`src/hdl/lfu_pkg.sv`:
```
// Shared constants and codes for the LFU cache table.
package lfu_pkg;

    localparam int ENTRIES_DEF    = 16;
    localparam int COUNT_BITS_DEF = 16;
    localparam int KEY_W          = 32;
    localparam int DATA_W         = 32;
    localparam int CAP_W          = 5;
    localparam logic [CAP_W-1:0] CAP_RESET = 5'd16;

    typedef enum logic {
        KIND_GET = 1'b0,
        KIND_PUT = 1'b1
    } kind_t;

endpackage

```
`src/hdl/lfu_cache_table.sv`:
```
// LFU cache table with LRU tie break: fully associative key-value store.
//
// Takes one get or put transaction per clock unless output backpressure
// stalls it. The request is latched in an input register; from there all
// entries are compared against the key in parallel, a compare tree over the
// entries picks the eviction victim (lowest use count, oldest among equal
// counts), the table is updated and the response is latched in the output
// register. A request passes through the input register and then the output
// register; the tag compare and the victim tree lie on the path between them.
// Keys and values are held in flip-flops; of the table, only the valid bits are reset.
// capacity may be written only while the block is idle; 0 acts as 1 and
// values above ENTRIES act as ENTRIES.
module lfu_cache_table #(
    parameter int ENTRIES    = lfu_pkg::ENTRIES_DEF,
    parameter int COUNT_BITS = lfu_pkg::COUNT_BITS_DEF
) (
    input  logic                                       clk,
    input  logic                                       rst_n,
    input  logic                                       cfg_we,
    input  logic [lfu_pkg::CAP_W-1:0]                  cfg_wdata,  // capacity
    input  logic                                       s_tvalid,
    output logic                                       s_tready,
    input  logic [lfu_pkg::KEY_W+lfu_pkg::DATA_W-1:0]  s_tdata,    // key, value
    input  logic                                       s_tuser,    // kind
    output logic                                       m_tvalid,
    input  logic                                       m_tready,
    output logic [lfu_pkg::DATA_W-1:0]                 m_tdata,    // read_value
    output logic                                       m_tuser     // hit
);
    import lfu_pkg::*;

    localparam int IDX_W  = (ENTRIES > 1) ? $clog2(ENTRIES) : 1;
    localparam int LEAVES = 1 << IDX_W;
    localparam int CNT_W  = $clog2(ENTRIES + 1);
    localparam int CMP_W  = (CNT_W > CAP_W) ? CNT_W : CAP_W;

    typedef struct packed {
        logic                  vld;
        logic [COUNT_BITS-1:0] cnt;
        logic [IDX_W-1:0]      rank;
        logic [IDX_W-1:0]      idx;
    } node_t;

    // lower count wins; on equal count the older (higher rank) wins
    function automatic logic better(input node_t a, input node_t b);
        logic r;
        r = a.vld && (!b.vld || (a.cnt < b.cnt) ||
                      ((a.cnt == b.cnt) && (a.rank > b.rank)));
        return r;
    endfunction

    // control and request registers
    logic [CAP_W-1:0]  cap_reg;
    logic              in_valid_reg;
    kind_t             in_kind_reg;
    logic [KEY_W-1:0]  in_key_reg;
    logic [DATA_W-1:0] in_val_reg;
    logic              out_valid_reg;
    logic              out_hit_reg;
    logic [DATA_W-1:0] out_data_reg;

    // table
    logic [ENTRIES-1:0]    valid_reg, valid_next;
    logic [KEY_W-1:0]      key_reg   [ENTRIES];
    logic [KEY_W-1:0]      key_next  [ENTRIES];
    logic [DATA_W-1:0]     data_reg  [ENTRIES];
    logic [DATA_W-1:0]     data_next [ENTRIES];
    logic [COUNT_BITS-1:0] count_reg [ENTRIES];
    logic [COUNT_BITS-1:0] count_next[ENTRIES];
    logic [IDX_W-1:0]      rank_reg  [ENTRIES];
    logic [IDX_W-1:0]      rank_next [ENTRIES];

    logic               proc;
    logic [ENTRIES-1:0] match;
    logic               hit;
    logic [IDX_W-1:0]   hit_rank;
    logic [DATA_W-1:0]  hit_data;
    logic               do_put;
    logic [CNT_W-1:0]   used;
    logic [CMP_W-1:0]   cap_eff;
    logic               evict;
    logic               ins;
    node_t              node [2*LEAVES];
    logic [ENTRIES-1:0] victim_oh;
    logic [ENTRIES-1:0] valid_after;
    logic [ENTRIES-1:0] free_vec;
    logic [ENTRIES-1:0] free_oh;
    logic [DATA_W-1:0]  result_data;

    assign proc     = in_valid_reg && (!out_valid_reg || m_tready);
    assign s_tready = !in_valid_reg || proc;
    assign m_tvalid = out_valid_reg;
    assign m_tdata  = out_data_reg;
    assign m_tuser  = out_hit_reg;

    // tag match and hit readout; keys are unique so the OR acts as a mux
    always_comb
    begin
        hit_rank = '0;
        hit_data = '0;
        for (int i = 0; i < ENTRIES; i++)
        begin
            match[i] = valid_reg[i] && (key_reg[i] == in_key_reg);
            if (match[i])
            begin
                hit_rank = hit_rank | rank_reg[i];
                hit_data = hit_data | data_reg[i];
            end
        end
        hit = |match;
    end

    // victim selection tree
    always_comb
    begin
        node[0] = '0;
        for (int l = 0; l < LEAVES; l++)
        begin
            if (l < ENTRIES)
            begin
                node[LEAVES+l].vld  = valid_reg[l];
                node[LEAVES+l].cnt  = count_reg[l];
                node[LEAVES+l].rank = rank_reg[l];
            end
            else
            begin
                node[LEAVES+l].vld  = 1'b0;
                node[LEAVES+l].cnt  = '0;
                node[LEAVES+l].rank = '0;
            end
            node[LEAVES+l].idx = IDX_W'(l);
        end
        for (int n = LEAVES - 1; n >= 1; n--)
        begin
            if (better(node[2*n+1], node[2*n]))
                node[n] = node[2*n+1];
            else
                node[n] = node[2*n];
        end
    end

    always_comb
    begin
        used   = CNT_W'($countones(valid_reg));
        do_put = (in_kind_reg == KIND_PUT);
        if (cap_reg == '0)
            cap_eff = CMP_W'(1);
        else if (CMP_W'(cap_reg) > CMP_W'(ENTRIES))
            cap_eff = CMP_W'(ENTRIES);
        else
            cap_eff = CMP_W'(cap_reg);
        evict       = !hit && do_put && (CMP_W'(used) >= cap_eff);
        victim_oh   = evict ? (ENTRIES'(1) << node[1].idx) : '0;
        valid_after = valid_reg & ~victim_oh;
        free_vec    = ~valid_after;
        free_oh     = free_vec & (~free_vec + ENTRIES'(1));
        ins         = !hit && do_put && (|free_vec);
        result_data = (hit && !do_put) ? hit_data : '0;
    end

    // next table contents
    always_comb
    begin
        for (int i = 0; i < ENTRIES; i++)
        begin
            valid_next[i] = valid_reg[i];
            key_next[i]   = key_reg[i];
            data_next[i]  = data_reg[i];
            count_next[i] = count_reg[i];
            rank_next[i]  = rank_reg[i];
            if (hit)
            begin
                if (match[i])
                begin
                    rank_next[i] = '0;
                    if (count_reg[i] != '1)
                        count_next[i] = count_reg[i] + 1'b1;
                    if (do_put)
                        data_next[i] = in_val_reg;
                end
                else if (valid_reg[i] && (rank_reg[i] < hit_rank))
                begin
                    rank_next[i] = rank_reg[i] + 1'b1;
                end
            end
            else if (ins)
            begin
                valid_next[i] = valid_after[i] | free_oh[i];
                if (free_oh[i])
                begin
                    key_next[i]   = in_key_reg;
                    data_next[i]  = in_val_reg;
                    count_next[i] = COUNT_BITS'(1);
                    rank_next[i]  = '0;
                end
                else if (valid_after[i])
                begin
                    // close the gap left by the victim, then age by one
                    if (evict && (rank_reg[i] > node[1].rank))
                        rank_next[i] = rank_reg[i];
                    else
                        rank_next[i] = rank_reg[i] + 1'b1;
                end
            end
        end
    end

    always_ff @(posedge clk or negedge rst_n)
    begin
        if (!rst_n)
        begin
            cap_reg       <= CAP_RESET;
            in_valid_reg  <= 1'b0;
            out_valid_reg <= 1'b0;
            valid_reg     <= '0;
        end
        else
        begin
            if (cfg_we)
                cap_reg <= cfg_wdata;
            if (s_tvalid && s_tready)
                in_valid_reg <= 1'b1;
            else if (proc)
                in_valid_reg <= 1'b0;
            if (proc)
                out_valid_reg <= 1'b1;
            else if (m_tready)
                out_valid_reg <= 1'b0;
            if (proc)
                valid_reg <= valid_next;
        end
    end

    always_ff @(posedge clk)
    begin
        if (s_tvalid && s_tready)
        begin
            in_kind_reg <= kind_t'(s_tuser);
            in_key_reg  <= s_tdata[KEY_W-1:0];
            in_val_reg  <= s_tdata[KEY_W+DATA_W-1:KEY_W];
        end
        if (proc)
        begin
            out_hit_reg  <= hit;
            out_data_reg <= result_data;
            for (int i = 0; i < ENTRIES; i++)
            begin
                key_reg[i]   <= key_next[i];
                data_reg[i]  <= data_next[i];
                count_reg[i] <= count_next[i];
                rank_reg[i]  <= rank_next[i];
            end
        end
    end

endmodule

```
`config.mk`:
```
export PLATFORM = sky130hd
export DESIGN_NAME = lfu_cache_table
export DESIGN_NICKNAME = d
export VERILOG_FILES = /design/src/hdl/lfu_pkg.sv /design/src/hdl/lfu_cache_table.sv
export SDC_FILE = /design/constraint.sdc
export NUM_CORES = 2
export LEC_CHECK = 0
export ABC_CLOCK_PERIOD_IN_PS = 18800
export BUFFER_PORTS_ARGS = -buffer_cell sky130_fd_sc_hd__buf_2
export CORE_MARGIN = 1.5
export CORE_UTILIZATION = 64
export CTS_CLUSTER_SIZE = 16
export DETAILED_ROUTE_END_ITERATION = 12
export MAX_ROUTING_LAYER = met4
export PLACE_DENSITY = 0.91
export SLEW_MARGIN = 20
export SYNTH_ARGS = -nofsm -noshare
export SYNTH_HDL_FRONTEND = slang
export SYNTH_SLANG_ARGS = --single-unit
```
`constraint.sdc`:
```
create_clock -name clk -period 18.8 [get_ports clk]
set_clock_uncertainty 0.15 [all_clocks]
set_input_delay 3.76 -clock clk [delete_from_list [all_inputs] [get_ports clk]]
set_output_delay 3.76 -clock clk [all_outputs]
set_load 0.005 [all_outputs]
```
==> results.md <==
* Synth top cells by count: 1,442 x edfxtp_1, 476 x nor2_1, 455 x ha_1
* Synthesized area per cell at around 13 um^2
* Die X at 348 um
* Number of CTS-inserted buffers at 148
* Pin count of the biggest net entering global routing at 93
* Pins Over Slew Limit at 0
* Post-DP HPWL at about 140,000 um
* Period utilisation layout at 0.726
* Finished Core Util at 0.710
* Worst slew pin tran at 1170 ps
* Most numerous cell in the Yosys netlist: edfxtp_1
* Htree depth at 4
* PwrDens at 155 nW/um^2
* Ys async rst share at 0.0157
* Synth area leader: edfxtp_1
* Post-synth top flop: edfxtp_1
* Register share of total power at 0.339
* Cell area after synthesis at 76,100 um^2
* Number of global-route vias before repair at 57,661
* CTS resizes at 0
* Growth of design area from synthesis to finish at 10.1%
* Relative max-transition margin at 0.220
* Final wirelength at 243,000 um
* Tot GR Track Use at 0.406
* Gate power share at 0.424
* # nets final at slightly below 7,000
* First-pass GRT wire length at between 300,000 and 400,000 um
* First-pass iteration count of the detailed router at 13
* CTS tree: built
* Setup total negative slack at 0 ps
* CP max-delay cell: nor4_1
* Fin Hold WS at 369 ps
* Peak supply drop at approximately 0.24 mV
* Design area at 83,800 um^2
* Switch share at 0.405
* Cell count after synthesis at 6,065
* Clock tree buffer depth at 3
* Worst skew pair latency at 840 ps
* Crit path launch type: register
* RSZ-0062 raised after global routing: no
* Leak pwr at 0.0292 uW
* Net Count, Synth at approximately 6,600
* DR iter-0 viols at 10,154
* Max incr delay on CP at 720 ps
* Worst path required time at 19,110 ps
* Failing checks: design-rule violations
* Root Driver: clkbuf_16
* CTS Hold Bufs at 0
* Main area contributors after synthesis: edfxtp_1 57%, ha_1 7.5%, xnor2_1 4.8%, xor2_1 4.1%, nor2_1 2.3%
* Starting Density at 0.645
* Setup violators final at 0
* Post-DP Area at 78,700 um^2
* Via Count at roughly 57,000
* Die area at 121,000 um^2
* I/O Buffers at 109
* GR Overflow Total at 0
* Post-route minimum period at between 10,000 and 15,000 ps
* Critical path data arrival time at roughly 14,000 ps
* Layout cell share with drive strength beyond 1 at 0.0951
* Synth cell types at 93
* Status: complete, but fails checks
* EDFF count, synth at ~1,400
* Core Rows at 126
* Seq/Total Area, Yosys at 0.577
* Die Height at 348 um
* Hold WC Path Type: register to register
* CP Capture Type: register
* Post-synth top area share at 0.569
* Via/cell ratio at 7.28
* Antenna violations before repair at 16
* Pwr Total at 12,900 uW
* I/O pin cnt at 110
* Warnings, synthesis at 0
* Synthesized flop and latch total at about 1,500
* Critical Path Most Common Cell: ha_1
* Post-DRT Antenna Nets at 0
* Critical-path maximum fanout at 39
* Placeable core region at 118,000 um^2
* Fin. Hold Viols at 0
* CTS Sinks at 1,465
* Clk pwr share at 0.237
* Worst-path clk slew at 60 ps
* R2R setup slack at 5150 ps
* Placer Congestion at 1.02
* Internal at 7700 uW
* Maxcap violations at 0
* Sw Pwr at 5250 uW
* Post-route DRC at 1
* Wire length per cell at roughly 30 um
* Post-CTS Setup Bufs at 0
* Critical path class: register to register
* Max Fclk at between 70 and 80 MHz
## final cells by class
class | count | area (um^2)
Inverter | 284 | 1070
Multi-Input combinational cell | 4078 | 30300
Sequential cell | 1465 | 43900
Antenna cell | 25 | 62.6
Clock buffer | 178 | 3840
Fill cell | 6941 | 34100
Clock inverter | 93 | 1150
Timing Repair Buffer | 243 | 1580
Tap cell | 1536 | 1920
## power by group through the flow
| stage | Sequential (uW) | Clock [uW] | Combinational [uW] |
|---|---|---|---|
| after floorplan | 4270 | 0 | 3570 |
| after global placement | 4370 | 0 | 4840 |
| after detailed placement | 4400 | 0 | 5090 |
| after CTS | 4350 | 3040 | 5230 |
| after global routing | 4390 | 3170 | 5900 |
| final | 4390 | 3070 | 5490 |
## worst max-delay path, delay by kind of cell, from the launching register on
family                     cells  cell delay [ps]
muxes                          2              700
AOI/OAI and AO/OA             18             5200
buffers and inverters          5             1540
DFF                            1              470
and+or+nand+nor               12             3860
adders and majority gates      5             1370
## metrics by stage
stage,instances,setup slack [ps]
after floorplan,6065,4760
after global placement,7604,5480
after detailed placement,7604,5270
after CTS,7875,5270
after global routing,7901,4650
final,7902,5150
## metal layers
metal  GRT usage  wire length (um)  up-vias
met5           -                 0        -
met4       0.275             20200        0
met3       0.134             38600     1644
met2       0.593            106000     5730
met1       0.479             78300    26879
li1            -                 -    23240
## final timing paths
kind / start / to / depth (start not counted)
setup / recovery: count_reg[1][10] / rank_reg[0][15] / 42
hold / removal: in_valid_reg / m_tvalid / 1
setup reg to reg: count_reg[1][10] / rank_reg[0][15] / 42
hold reg to reg: in_valid_reg / m_tvalid / 1
max in group asynchronous: rst_n / valid_reg[7] / 1
min in group asynchronous: rst_n / valid_reg[6] / 1
## logic make-up (layout without fill, tap and decap cells)
logic type	count (synthesis)	after routing	synth area share
buffers and inverters	522	798	0.0300
AND/OR/NAND/NOR	1712	1712	0.114
multiplexers	153	153	0.0208
adder cells (fa/ha/maj)	465	465	0.0775
XOR/XNOR	772	772	0.0891
AO/OA/AOI/OAI	976	976	0.0923
flip-flops	1465	1465	0.577
other	0	25	0
## cells in the final DEF (no fill, tap or decap), types with 65 or more instances in the layout
cell          n
edfxtp_1   1442
mux2i_1     111
buf_2       109
nor2_1      464
a21oi_1     215
xor2_1      357
buf_4       132
ha_1        455
nor3_1       92
inv_1       282
nor4_1      136
clkbuf_16   148
xnor2_1     413
o21ai_0     146
nand4_1     171
nand3_1     193
nand2_1     320
and3_1       65
a22o_1      135
a221oi_1    143
(Power assumes the default switching activity.)
